<file path="config.mk">
export PLATFORM = sky130hd
export DESIGN_NAME = stepper_phase_sequencer_top_flat
export DESIGN_NICKNAME = d
export VERILOG_FILES = /design/src/spsq_pkg.sv /design/src/spsq_req_if.sv /design/src/spsq_rsp_if.sv /design/src/stepper_phase_sequencer_top.sv /design/src/spsq_divmul.sv /design/src/flat_wrapper.sv
export SDC_FILE = /design/constraint.sdc
export NUM_CORES = 1
export LEC_CHECK = 0
export ABC_AREA = 1
export BUFFER_PORTS_ARGS = -buffer_cell sky130_fd_sc_hd__buf_4
export CORE_ASPECT_RATIO = 0.6
export CORE_MARGIN = 4
export CORE_UTILIZATION = 45
export DETAILED_ROUTE_END_ITERATION = 12
export SKIP_LAST_GASP = 1
export SYNTH_ARGS = -nofsm -noshare
export SYNTH_HDL_FRONTEND = slang
export SYNTH_SLANG_ARGS = --single-unit
</file>
<file path="constraint.sdc">
create_clock -name clock -period 12.1 [get_ports clock]
set_input_delay 0.605 -clock clock [delete_from_list [all_inputs] [get_ports clock]]
set_output_delay 0.605 -clock clock [all_outputs]
set_load 0.005 [all_outputs]
</file>
<file path="src/spsq_pkg.sv">
// Shared types, codes and coil tables for the stepper phase sequencer.
// Used by the channel interfaces, the divide/multiply unit and the top level.
package spsq_pkg;

   localparam int CfgWidth    = 16;
   localparam int DistWidth   = 16;
   localparam int SpeedWidth  = 16;
   localparam int TargetWidth = 32;
   localparam int PhaseWidth  = 4;
   localparam int CoilWidth   = 4;
   localparam int Phases      = 8;

   localparam logic [PhaseWidth-1:0] PHASE_LAST = PhaseWidth'(Phases);

   typedef enum logic [1:0] {
      CMD_TICK = 2'd0,
      CMD_FWD  = 2'd1,
      CMD_BWD  = 2'd2,
      CMD_INIT = 2'd3
   } cmd_type;

   typedef enum logic [1:0] {
      ST_DONE = 2'd0,
      ST_BUSY = 2'd1,
      ST_WAIT = 2'd2
   } status_type;

   typedef enum logic [2:0] {
      MODE_INIT     = 3'd0,
      MODE_FWD      = 3'd1,
      MODE_FWD_DONE = 3'd2,
      MODE_BWD      = 3'd3,
      MODE_BWD_DONE = 3'd4
   } mode_type;

   typedef enum logic [0:0] {
      CSR_REV_LENGTH    = 1'd0,
      CSR_STEPS_PER_REV = 1'd1
   } csr_index_type;

   typedef enum logic [1:0] {
      TOP_IDLE,
      TOP_CALC
   } top_state_type;

   typedef enum logic [1:0] {
      DM_IDLE,
      DM_DIV,
      DM_MUL,
      DM_DONE
   } dm_state_type;

   typedef struct packed {
      logic                 start;
      logic [DistWidth-1:0] dividend;
      logic [CfgWidth-1:0]  divisor;
      logic [CfgWidth-1:0]  multiplier;
   } dm_req_type;

   typedef struct packed {
      logic                   done;
      logic [TargetWidth-1:0] product;
   } dm_rsp_type;

   function automatic logic [CoilWidth-1:0] fwd_coils(input logic [2:0] idx);
      logic [CoilWidth-1:0] c;
      case (idx)
         3'd0:    c = 4'h5;
         3'd1:    c = 4'hD;
         3'd2:    c = 4'h9;
         3'd3:    c = 4'hB;
         3'd4:    c = 4'hA;
         3'd5:    c = 4'hE;
         3'd6:    c = 4'h6;
         default: c = 4'h7;
      endcase
      return c;
   endfunction

   // Reverse order walks the forward table from the far end.
   function automatic logic [CoilWidth-1:0] bwd_coils(input logic [2:0] idx);
      return fwd_coils(3'd7 - idx);
   endfunction

endpackage

</file>
<file path="src/spsq_req_if.sv">
// Command channel of the stepper phase sequencer: valid/ready plus payload.
// Depends on spsq_pkg for field widths.
interface spsq_req_if;
   logic                          valid;
   logic                          ready;
   logic [1:0]                    cmd;
   logic [spsq_pkg::DistWidth-1:0]  distance;
   logic [spsq_pkg::SpeedWidth-1:0] speed;

   modport source (output valid, cmd, distance, speed, input ready);
   modport sink   (input valid, cmd, distance, speed, output ready);
endinterface

</file>
<file path="src/spsq_rsp_if.sv">
// Result channel of the stepper phase sequencer: valid/ready plus payload.
// Depends on spsq_pkg for field widths.
interface spsq_rsp_if;
   logic                           valid;
   logic                           ready;
   logic [1:0]                     status;
   logic [spsq_pkg::CoilWidth-1:0] coil_pattern;
   logic                           drive_enable;
   logic [2:0]                     motion_state;

   modport source (output valid, status, coil_pattern, drive_enable, motion_state,
                   input ready);
   modport sink   (input valid, status, coil_pattern, drive_enable, motion_state,
                   output ready);
endinterface

</file>
<file path="src/stepper_phase_sequencer_top.sv">
// Stepper phase sequencer top level: command decode, motion state, output register.
// Depends on spsq_pkg, spsq_req_if, spsq_rsp_if and spsq_divmul.
// Timing: tick, init and refused moves show rsp valid in the cycle after acceptance; accepted moves
// run a restoring divide and a registered multiply in spsq_divmul, then commit when out_free.
// Throughput: one command at a time; the next is taken once the previous result is
// in the output register and that register is free or being drained.
// Reset: synchronous, clears motion state, counters and coils; rev_length=1, steps_per_rev=8.
module stepper_phase_sequencer_top (
   input  logic                              clock,
   input  logic                              reset,
   spsq_req_if.sink                          req_chan,
   spsq_rsp_if.source                        rsp_chan,
   input  logic                              csr_we,
   input  logic                              csr_index,
   input  logic [spsq_pkg::CfgWidth-1:0]     csr_wdata
);
   import spsq_pkg::*;

   top_state_type          state_ff, state_in;
   logic [CfgWidth-1:0]    rev_ff, spr_ff;
   mode_type               mode_ff, mode_in;
   logic [PhaseWidth-1:0]  phase_ff, phase_in;
   logic [TargetWidth-1:0] count_ff, count_in;
   logic [TargetWidth-1:0] target_ff, target_in;
   logic [SpeedWidth-1:0]  delay_ff, delay_in;
   logic [SpeedWidth-1:0]  period_ff, period_in;
   logic [CoilWidth-1:0]   coil_ff, coil_in;
   logic                   enable_ff, enable_in;

   logic                   hold_fwd_ff, hold_fwd_in;
   logic [SpeedWidth-1:0]  hold_speed_ff, hold_speed_in;

   logic                   rsp_valid_ff, rsp_valid_in;
   status_type             out_status_ff, out_status_in;

   dm_req_type             dm_req;
   dm_rsp_type             dm_rsp;

   logic                   out_free;
   logic                   accept;
   cmd_type                cmd;
   logic [SpeedWidth-1:0]  delay_dec;
   logic [PhaseWidth-1:0]  phase_wrap;
   logic [PhaseWidth-1:0]  phase_next;
   mode_type               mode_tick;

   spsq_divmul u_divmul (
      .clock  (clock),
      .reset  (reset),
      .dm_req (dm_req),
      .dm_rsp (dm_rsp)
   );

   assign out_free       = !rsp_valid_ff || rsp_chan.ready;
   assign req_chan.ready = (state_ff == TOP_IDLE) && out_free;
   assign accept         = req_chan.valid && req_chan.ready;
   assign cmd            = cmd_type'(req_chan.cmd);

   assign delay_dec  = delay_ff - 1'b1;
   assign phase_wrap = (phase_ff == PHASE_LAST) ? '0 : phase_ff;
   assign phase_next = phase_wrap + 1'b1;

   always_comb begin
      mode_tick = mode_ff;
      if (count_ff == target_ff) begin
         mode_tick = (mode_ff == MODE_FWD) ? MODE_FWD_DONE : MODE_BWD_DONE;
      end
   end

   always_ff @(posedge clock) begin
      if (reset) begin
         state_ff     <= TOP_IDLE;
         rev_ff       <= CfgWidth'(1);
         spr_ff       <= CfgWidth'(8);
         mode_ff      <= MODE_INIT;
         phase_ff     <= '0;
         count_ff     <= '0;
         target_ff    <= '0;
         delay_ff     <= '0;
         period_ff    <= '0;
         coil_ff      <= '0;
         enable_ff    <= 1'b0;
         rsp_valid_ff <= 1'b0;
      end else begin
         state_ff     <= state_in;
         mode_ff      <= mode_in;
         phase_ff     <= phase_in;
         count_ff     <= count_in;
         target_ff    <= target_in;
         delay_ff     <= delay_in;
         period_ff    <= period_in;
         coil_ff      <= coil_in;
         enable_ff    <= enable_in;
         rsp_valid_ff <= rsp_valid_in;
         if (csr_we) begin
            unique case (csr_index_type'(csr_index))
               CSR_REV_LENGTH:    rev_ff <= csr_wdata;
               CSR_STEPS_PER_REV: spr_ff <= csr_wdata;
               default: ;
            endcase
         end
      end
      hold_fwd_ff   <= hold_fwd_in;
      hold_speed_ff <= hold_speed_in;
      out_status_ff <= out_status_in;
   end

   always_comb begin
      state_in      = state_ff;
      mode_in       = mode_ff;
      phase_in      = phase_ff;
      count_in      = count_ff;
      target_in     = target_ff;
      delay_in      = delay_ff;
      period_in     = period_ff;
      coil_in       = coil_ff;
      enable_in     = enable_ff;
      hold_fwd_in   = hold_fwd_ff;
      hold_speed_in = hold_speed_ff;
      out_status_in = out_status_ff;
      rsp_valid_in  = rsp_valid_ff && !rsp_chan.ready;

      dm_req.start      = 1'b0;
      dm_req.dividend   = req_chan.distance;
      dm_req.divisor    = rev_ff;
      dm_req.multiplier = spr_ff;

      unique case (state_ff)
         TOP_IDLE: begin
            if (accept) begin
               unique case (cmd)
                  CMD_FWD, CMD_BWD: begin
                     if ((cmd == CMD_FWD && mode_ff == MODE_FWD) ||
                         (cmd == CMD_BWD && mode_ff == MODE_BWD)) begin
                        out_status_in = ST_BUSY;
                        rsp_valid_in  = 1'b1;
                     end else begin
                        dm_req.start  = 1'b1;
                        hold_fwd_in   = (cmd == CMD_FWD);
                        hold_speed_in = req_chan.speed;
                        state_in      = TOP_CALC;
                     end
                  end
                  CMD_INIT: begin
                     phase_in      = '0;
                     mode_in       = MODE_INIT;
                     count_in      = '0;
                     period_in     = '0;
                     delay_in      = '0;
                     out_status_in = ST_DONE;
                     rsp_valid_in  = 1'b1;
                  end
                  default: begin
                     rsp_valid_in = 1'b1;
                     if (delay_ff != '0 && delay_dec != '0) begin
                        // still counting down the step delay
                        delay_in      = delay_dec;
                        out_status_in = ST_WAIT;
                     end else begin
                        delay_in  = '0;
                        phase_in  = phase_wrap;
                        mode_in   = mode_tick;
                        count_in  = count_ff + 1'b1;
                        out_status_in = ST_BUSY;
                        if (mode_tick == MODE_FWD_DONE || mode_tick == MODE_BWD_DONE) begin
                           coil_in       = '0;
                           out_status_in = ST_DONE;
                        end else if (mode_tick == MODE_FWD || mode_tick == MODE_BWD) begin
                           phase_in = phase_next;
                           coil_in  = (mode_tick == MODE_FWD) ?
                                      fwd_coils(phase_wrap[2:0]) :
                                      bwd_coils(phase_wrap[2:0]);
                           delay_in = period_ff;
                        end
                     end
                  end
               endcase
            end
         end
         TOP_CALC: begin
            // commit the move once the target is ready and the output slot is free
            if (dm_rsp.done && out_free) begin
               period_in     = hold_speed_ff;
               phase_in      = '0;
               target_in     = dm_rsp.product;
               mode_in       = hold_fwd_ff ? MODE_FWD : MODE_BWD;
               count_in      = '0;
               enable_in     = 1'b1;
               out_status_in = ST_DONE;
               rsp_valid_in  = 1'b1;
               state_in      = TOP_IDLE;
            end
         end
         default: state_in = TOP_IDLE;
      endcase
   end

   // Coil, enable and mode registers already reflect the state after the item.
   assign rsp_chan.valid        = rsp_valid_ff;
   assign rsp_chan.status       = out_status_ff;
   assign rsp_chan.coil_pattern = coil_ff;
   assign rsp_chan.drive_enable = enable_ff;
   assign rsp_chan.motion_state = mode_ff;

endmodule

</file>
<file path="src/spsq_divmul.sv">
// Iterative target unit: restoring divide one quotient bit per cycle,
// then one registered multiply. Depends on spsq_pkg.
module spsq_divmul (
   input  logic                 clock,
   input  logic                 reset,
   input  spsq_pkg::dm_req_type dm_req,
   output spsq_pkg::dm_rsp_type dm_rsp
);
   import spsq_pkg::*;

   localparam int CntWidth = $clog2(DistWidth);
   localparam logic [CntWidth-1:0] CNT_LAST = CntWidth'(DistWidth - 1);

   dm_state_type           state_ff, state_in;
   logic [CntWidth-1:0]    cnt_ff, cnt_in;
   logic [CfgWidth-1:0]    rem_ff, rem_in;
   logic [DistWidth-1:0]   quo_ff, quo_in;
   logic [CfgWidth-1:0]    dvsr_ff, dvsr_in;
   logic [CfgWidth-1:0]    mult_ff, mult_in;
   logic [TargetWidth-1:0] prod_ff, prod_in;

   logic [CfgWidth:0]   shifted;
   logic [CfgWidth+1:0] diff;
   logic                borrow;

   // Shared subtractor: trial subtract of the divisor from the shifted remainder.
   // A zero divisor never borrows, so the quotient saturates to all ones.
   assign shifted = {rem_ff, quo_ff[DistWidth-1]};
   assign diff    = {1'b0, shifted} - {2'b00, dvsr_ff};
   assign borrow  = diff[CfgWidth+1];

   always_ff @(posedge clock) begin
      if (reset) begin
         state_ff <= DM_IDLE;
         cnt_ff   <= '0;
      end else begin
         state_ff <= state_in;
         cnt_ff   <= cnt_in;
      end
      rem_ff  <= rem_in;
      quo_ff  <= quo_in;
      dvsr_ff <= dvsr_in;
      mult_ff <= mult_in;
      prod_ff <= prod_in;
   end

   always_comb begin
      state_in = state_ff;
      cnt_in   = cnt_ff;
      rem_in   = rem_ff;
      quo_in   = quo_ff;
      dvsr_in  = dvsr_ff;
      mult_in  = mult_ff;
      prod_in  = prod_ff;
      if (dm_req.start) begin
         state_in = DM_DIV;
         cnt_in   = '0;
         rem_in   = '0;
         quo_in   = dm_req.dividend;
         dvsr_in  = dm_req.divisor;
         mult_in  = dm_req.multiplier;
      end else begin
         unique case (state_ff)
            DM_IDLE: ;
            DM_DIV: begin
               rem_in = borrow ? shifted[CfgWidth-1:0] : diff[CfgWidth-1:0];
               quo_in = {quo_ff[DistWidth-2:0], ~borrow};
               cnt_in = cnt_ff + 1'b1;
               if (cnt_ff == CNT_LAST) begin
                  state_in = DM_MUL;
               end
            end
            DM_MUL: begin
               prod_in  = TargetWidth'(quo_ff) * TargetWidth'(mult_ff);
               state_in = DM_DONE;
            end
            DM_DONE: ;
            default: state_in = DM_IDLE;
         endcase
      end
   end

   assign dm_rsp.done    = (state_ff == DM_DONE);
   assign dm_rsp.product = prod_ff;

endmodule

</file>
<file path="src/flat_wrapper.sv">
// flat-port wrapper written by rule: the top's interface ports become plain ports
module stepper_phase_sequencer_top_flat import spsq_pkg::*;
  (clock, reset, csr_we, csr_index, csr_wdata, req_chan_valid, req_chan_cmd, req_chan_distance, req_chan_speed, req_chan_ready, rsp_chan_valid, rsp_chan_status, rsp_chan_coil_pattern, rsp_chan_drive_enable, rsp_chan_motion_state, rsp_chan_ready);
  spsq_req_if req_chan_i ();
  spsq_rsp_if rsp_chan_i ();
  input  logic clock;
  input  logic reset;
  input  logic csr_we;
  input  logic csr_index;
  input  logic [spsq_pkg::CfgWidth-1:0] csr_wdata;
  input wire logic [$bits(req_chan_i.valid)-1:0] req_chan_valid;
  input wire logic [$bits(req_chan_i.cmd)-1:0] req_chan_cmd;
  input wire logic [$bits(req_chan_i.distance)-1:0] req_chan_distance;
  input wire logic [$bits(req_chan_i.speed)-1:0] req_chan_speed;
  output wire logic [$bits(req_chan_i.ready)-1:0] req_chan_ready;
  output wire logic [$bits(rsp_chan_i.valid)-1:0] rsp_chan_valid;
  output wire logic [$bits(rsp_chan_i.status)-1:0] rsp_chan_status;
  output wire logic [$bits(rsp_chan_i.coil_pattern)-1:0] rsp_chan_coil_pattern;
  output wire logic [$bits(rsp_chan_i.drive_enable)-1:0] rsp_chan_drive_enable;
  output wire logic [$bits(rsp_chan_i.motion_state)-1:0] rsp_chan_motion_state;
  input wire logic [$bits(rsp_chan_i.ready)-1:0] rsp_chan_ready;
  assign req_chan_i.valid = req_chan_valid;
  assign req_chan_i.cmd = req_chan_cmd;
  assign req_chan_i.distance = req_chan_distance;
  assign req_chan_i.speed = req_chan_speed;
  assign req_chan_ready = req_chan_i.ready;
  assign rsp_chan_valid = rsp_chan_i.valid;
  assign rsp_chan_status = rsp_chan_i.status;
  assign rsp_chan_coil_pattern = rsp_chan_i.coil_pattern;
  assign rsp_chan_drive_enable = rsp_chan_i.drive_enable;
  assign rsp_chan_motion_state = rsp_chan_i.motion_state;
  assign rsp_chan_i.ready = rsp_chan_ready;
  stepper_phase_sequencer_top u_core (.clock(clock), .reset(reset), .req_chan(req_chan_i), .rsp_chan(rsp_chan_i), .csr_we(csr_we), .csr_index(csr_index), .csr_wdata(csr_wdata));
endmodule
</file>
==> results.toml <==
[layout]
multi_input_area_um2 = 13000
final.fill_count = 4762
fin_nets = 3226
final_cell_mix = "778 x nand2_1, 512 x inv_1, 228 x nor2_1"
mostFrequentLayoutCell = "nand2_1"
area_growth_pct = 8.31
utilization_pct = 49.3
final-seq-area_um2 = 6260
drive_gt1_share_pct = 5.84
n_antenna_cell = 0

[hold_path]
worst_hold_path_type = "input port to flip-flop"
hold_depth = 1

[placement]
place_hpwl_mm = 46.2
place_congestion = 0.964
io_buffers = 67

[synthesis]
yosys.area.top_type = "fa_1"
synth_top_cell_area_share_pct = 18.0
syn-num-nets = 3246
synthArstFlopShare_pct = 0
ys_seq_area_share_pct = 28.8
synth.distinct_cells = 50
synth_top_flop_cell = "dfxtp_1"
synth_edf_count = 99
yosysWarningCount = 0
avgSynthCellArea_um2 = 7.60
synth.area.top_cells = "fa_1 18%, dfxtp_1 15%, edfxtp_1 14%, nand2_1 13%, inv_1 8.9%"
syn_area_um2 = 21700
synth-seq-cells = 263
syn_inst = 2858

[setup_path]
critPathKind = "flip-flop to flip-flop"
cp_max_fo = 17
cpMostUsedCell = "fa_1"
critPathSlowestCell = "edfxtp_1"
crit_path_end_kind = "flip-flop"
critical_path_required_ns = 12.40
max_stage_delay_ns = 0.94
startpoint_type = "flip-flop"
path_cells = "nand2_1, fa_1, fa_1, fa_1, fa_1, inv_1, fa_1, inv_1, fa_1, inv_1, ha_1, a21o_1, a21oi_1, nand2_1, a21oi_1, o21ai_0, a21oi_1, xnor2_1"
reg2reg_depth = 18
arrival_ns = 7.06

[clocking]
cts_buffer_depth = 3
clock_latency_ns = 0.57
cts_tree = "built"
cts_resized = 0
cts_made_buffers = 28
h-tree-depth = 1
path_clk_slew_ns = 0.06
cts.sink_count = 263
cts_root_buffer = "clkbuf_16"
hold_buffers = 0
cts_setup_buffers = 0

[global_routing]
grt_pass1_wl_mm = 96.8
grt_overflow = 0
grt_pass1_vias = 17500
antenna_found_initial = 0
grt.total_usage_pct = 23.3
grt_max_degree = 75

[die]
dieArea_um2 = 52000
die_x_um = 292
ioPinCount = 68
fp-row-count = 62
dieHeight_um = 178
coreArea_um2 = 47800
start_util_pct = 45.5

[sta]
finalCritPeriodShare_pct = 55.8
fmax_ghz = 0.148
hold_viol = 0
slew_headroom_pct = 35.7
worst_pin_slew_ns = 0.958
drv_slew = 0
post-route-min-period_ns = 6.76
clock-skew-final_ns = 0.0207
rsz0062_at_grt = "no"
fin_tns_setup_ns = 0
finalSetupViolCount = 0

[detailed_routing]
drt_iter0_drc = 1804
viasPerCell = 5.13
remaining_drc_errors = 0
vias = 18000
wirelength_mm = 59.4
ant_nets = 0
dr.pass1.iters = 6
routedWlPerCell_um = 17.0

[job]
maxCapViolCount = 0

[outcome]
status = "completed"
[layer usage]
metal / global-route usage, % / part of all wire [%]
met2: 31.3 / 37
met4: 3.26 / 1.3
met1: 38.3 / 53
met3: 4.83 / 8.7
met5: 0 / 0
[critical path, delay by kind of cell, from the launching register on]
family	cells	cell delay (ns)
adders and majority gates	7	3.42
AOI/OAI and AO/OA	5	1.60
DFF	1	0.94
xor gates and xnor gates	1	0.10
buffers and inverters	3	0.14
and+or+nand+nor	2	0.29
[through the flow]
step                      area, µm²  std cells  setup WS (ns)  hold WS [ns]
after global routing          23500       3500           5.14         0.186
after detailed placement      22600       3448           5.50         0.410
after global placement        22600       3448           5.52         0.406
final                         23500       3500           5.34         0.217
after CTS                     23500       3500           5.49         0.187
after floorplan               21700       2858           6.49         0.403
[cell families (layout without fill, tap and decap cells)]
family	after synthesis	after routing	synth area share (%)
fa+ha+maj	332	332	25.8
compound gates	316	316	7.77
flops	263	263	28.8
buf+inv	652	654	11.5
simple gates	1211	1211	22.7
mux	1	1	0.0461
xor+xnor	83	83	3.34
[state kept, by name, indices dropped and copies added (netlist names), 2 cells and up]
name / flops
u_core.u_divmul.cnt_ff: 4
u_core.u_divmul.prod_ff: 32
u_core.rsp_chan.motion_state: 3
u_core.phase_ff: 4
u_core.u_divmul.mult_ff: 16
u_core.rev_ff: 16
u_core.delay_ff: 16
u_core.target_ff: 32
u_core.rsp_chan.status: 2
u_core.count_ff: 32
u_core.u_divmul.dvsr_ff: 16
u_core.u_divmul.quo_ff: 16
u_core.hold_speed_ff: 16
u_core.period_ff: 16
u_core.u_divmul.rem_ff: 16
u_core.spr_ff: 16
u_core.u_divmul.state_ff: 2
u_core.rsp_chan.coil_pattern: 4
[synthesized netlist by cell type, types with 7 or more instances]
cell type  instances
clkbuf_1         113
a21oi_1          150
ha_1             137
xor2_1            45
dfxtp_1          164
nand4_1           16
a21oi_2            7
o21ai_0          126
fa_1             195
nor4_1            10
inv_1            513
buf_2              8
xnor2_1           38
nand3_1           92
nand2_1          778
nor3_1            57
edfxtp_1          99
nor2_1           230
[path summary, 6_finish.rpt]
kind,start,to,slack (ns)
worst max-delay path,u_core.u_divmul.quo_ff[9],u_core.u_divmul.prod_ff[22],5.34
worst max register to register,u_core.u_divmul.quo_ff[9],u_core.u_divmul.prod_ff[22],5.34
worst min-delay path,req_chan_speed[0],u_core.hold_speed_ff[0],0.22
worst min register to register,u_core.rev_ff[11],u_core.u_divmul.dvsr_ff[11],0.41
[area by class of cell]
type	instances	share of cell area (%)
multi-input cells	1943	55.1
flip-flops and latches	263	26.6
well taps	640	3.40
clock buffers	40	3.61
inverters	522	8.34
repair buffers	80	2.55
clock inverters	12	0.383
Power is not shown: default switching activity piles up to over one toggle a cycle in this logic, so the estimate is an artifact.
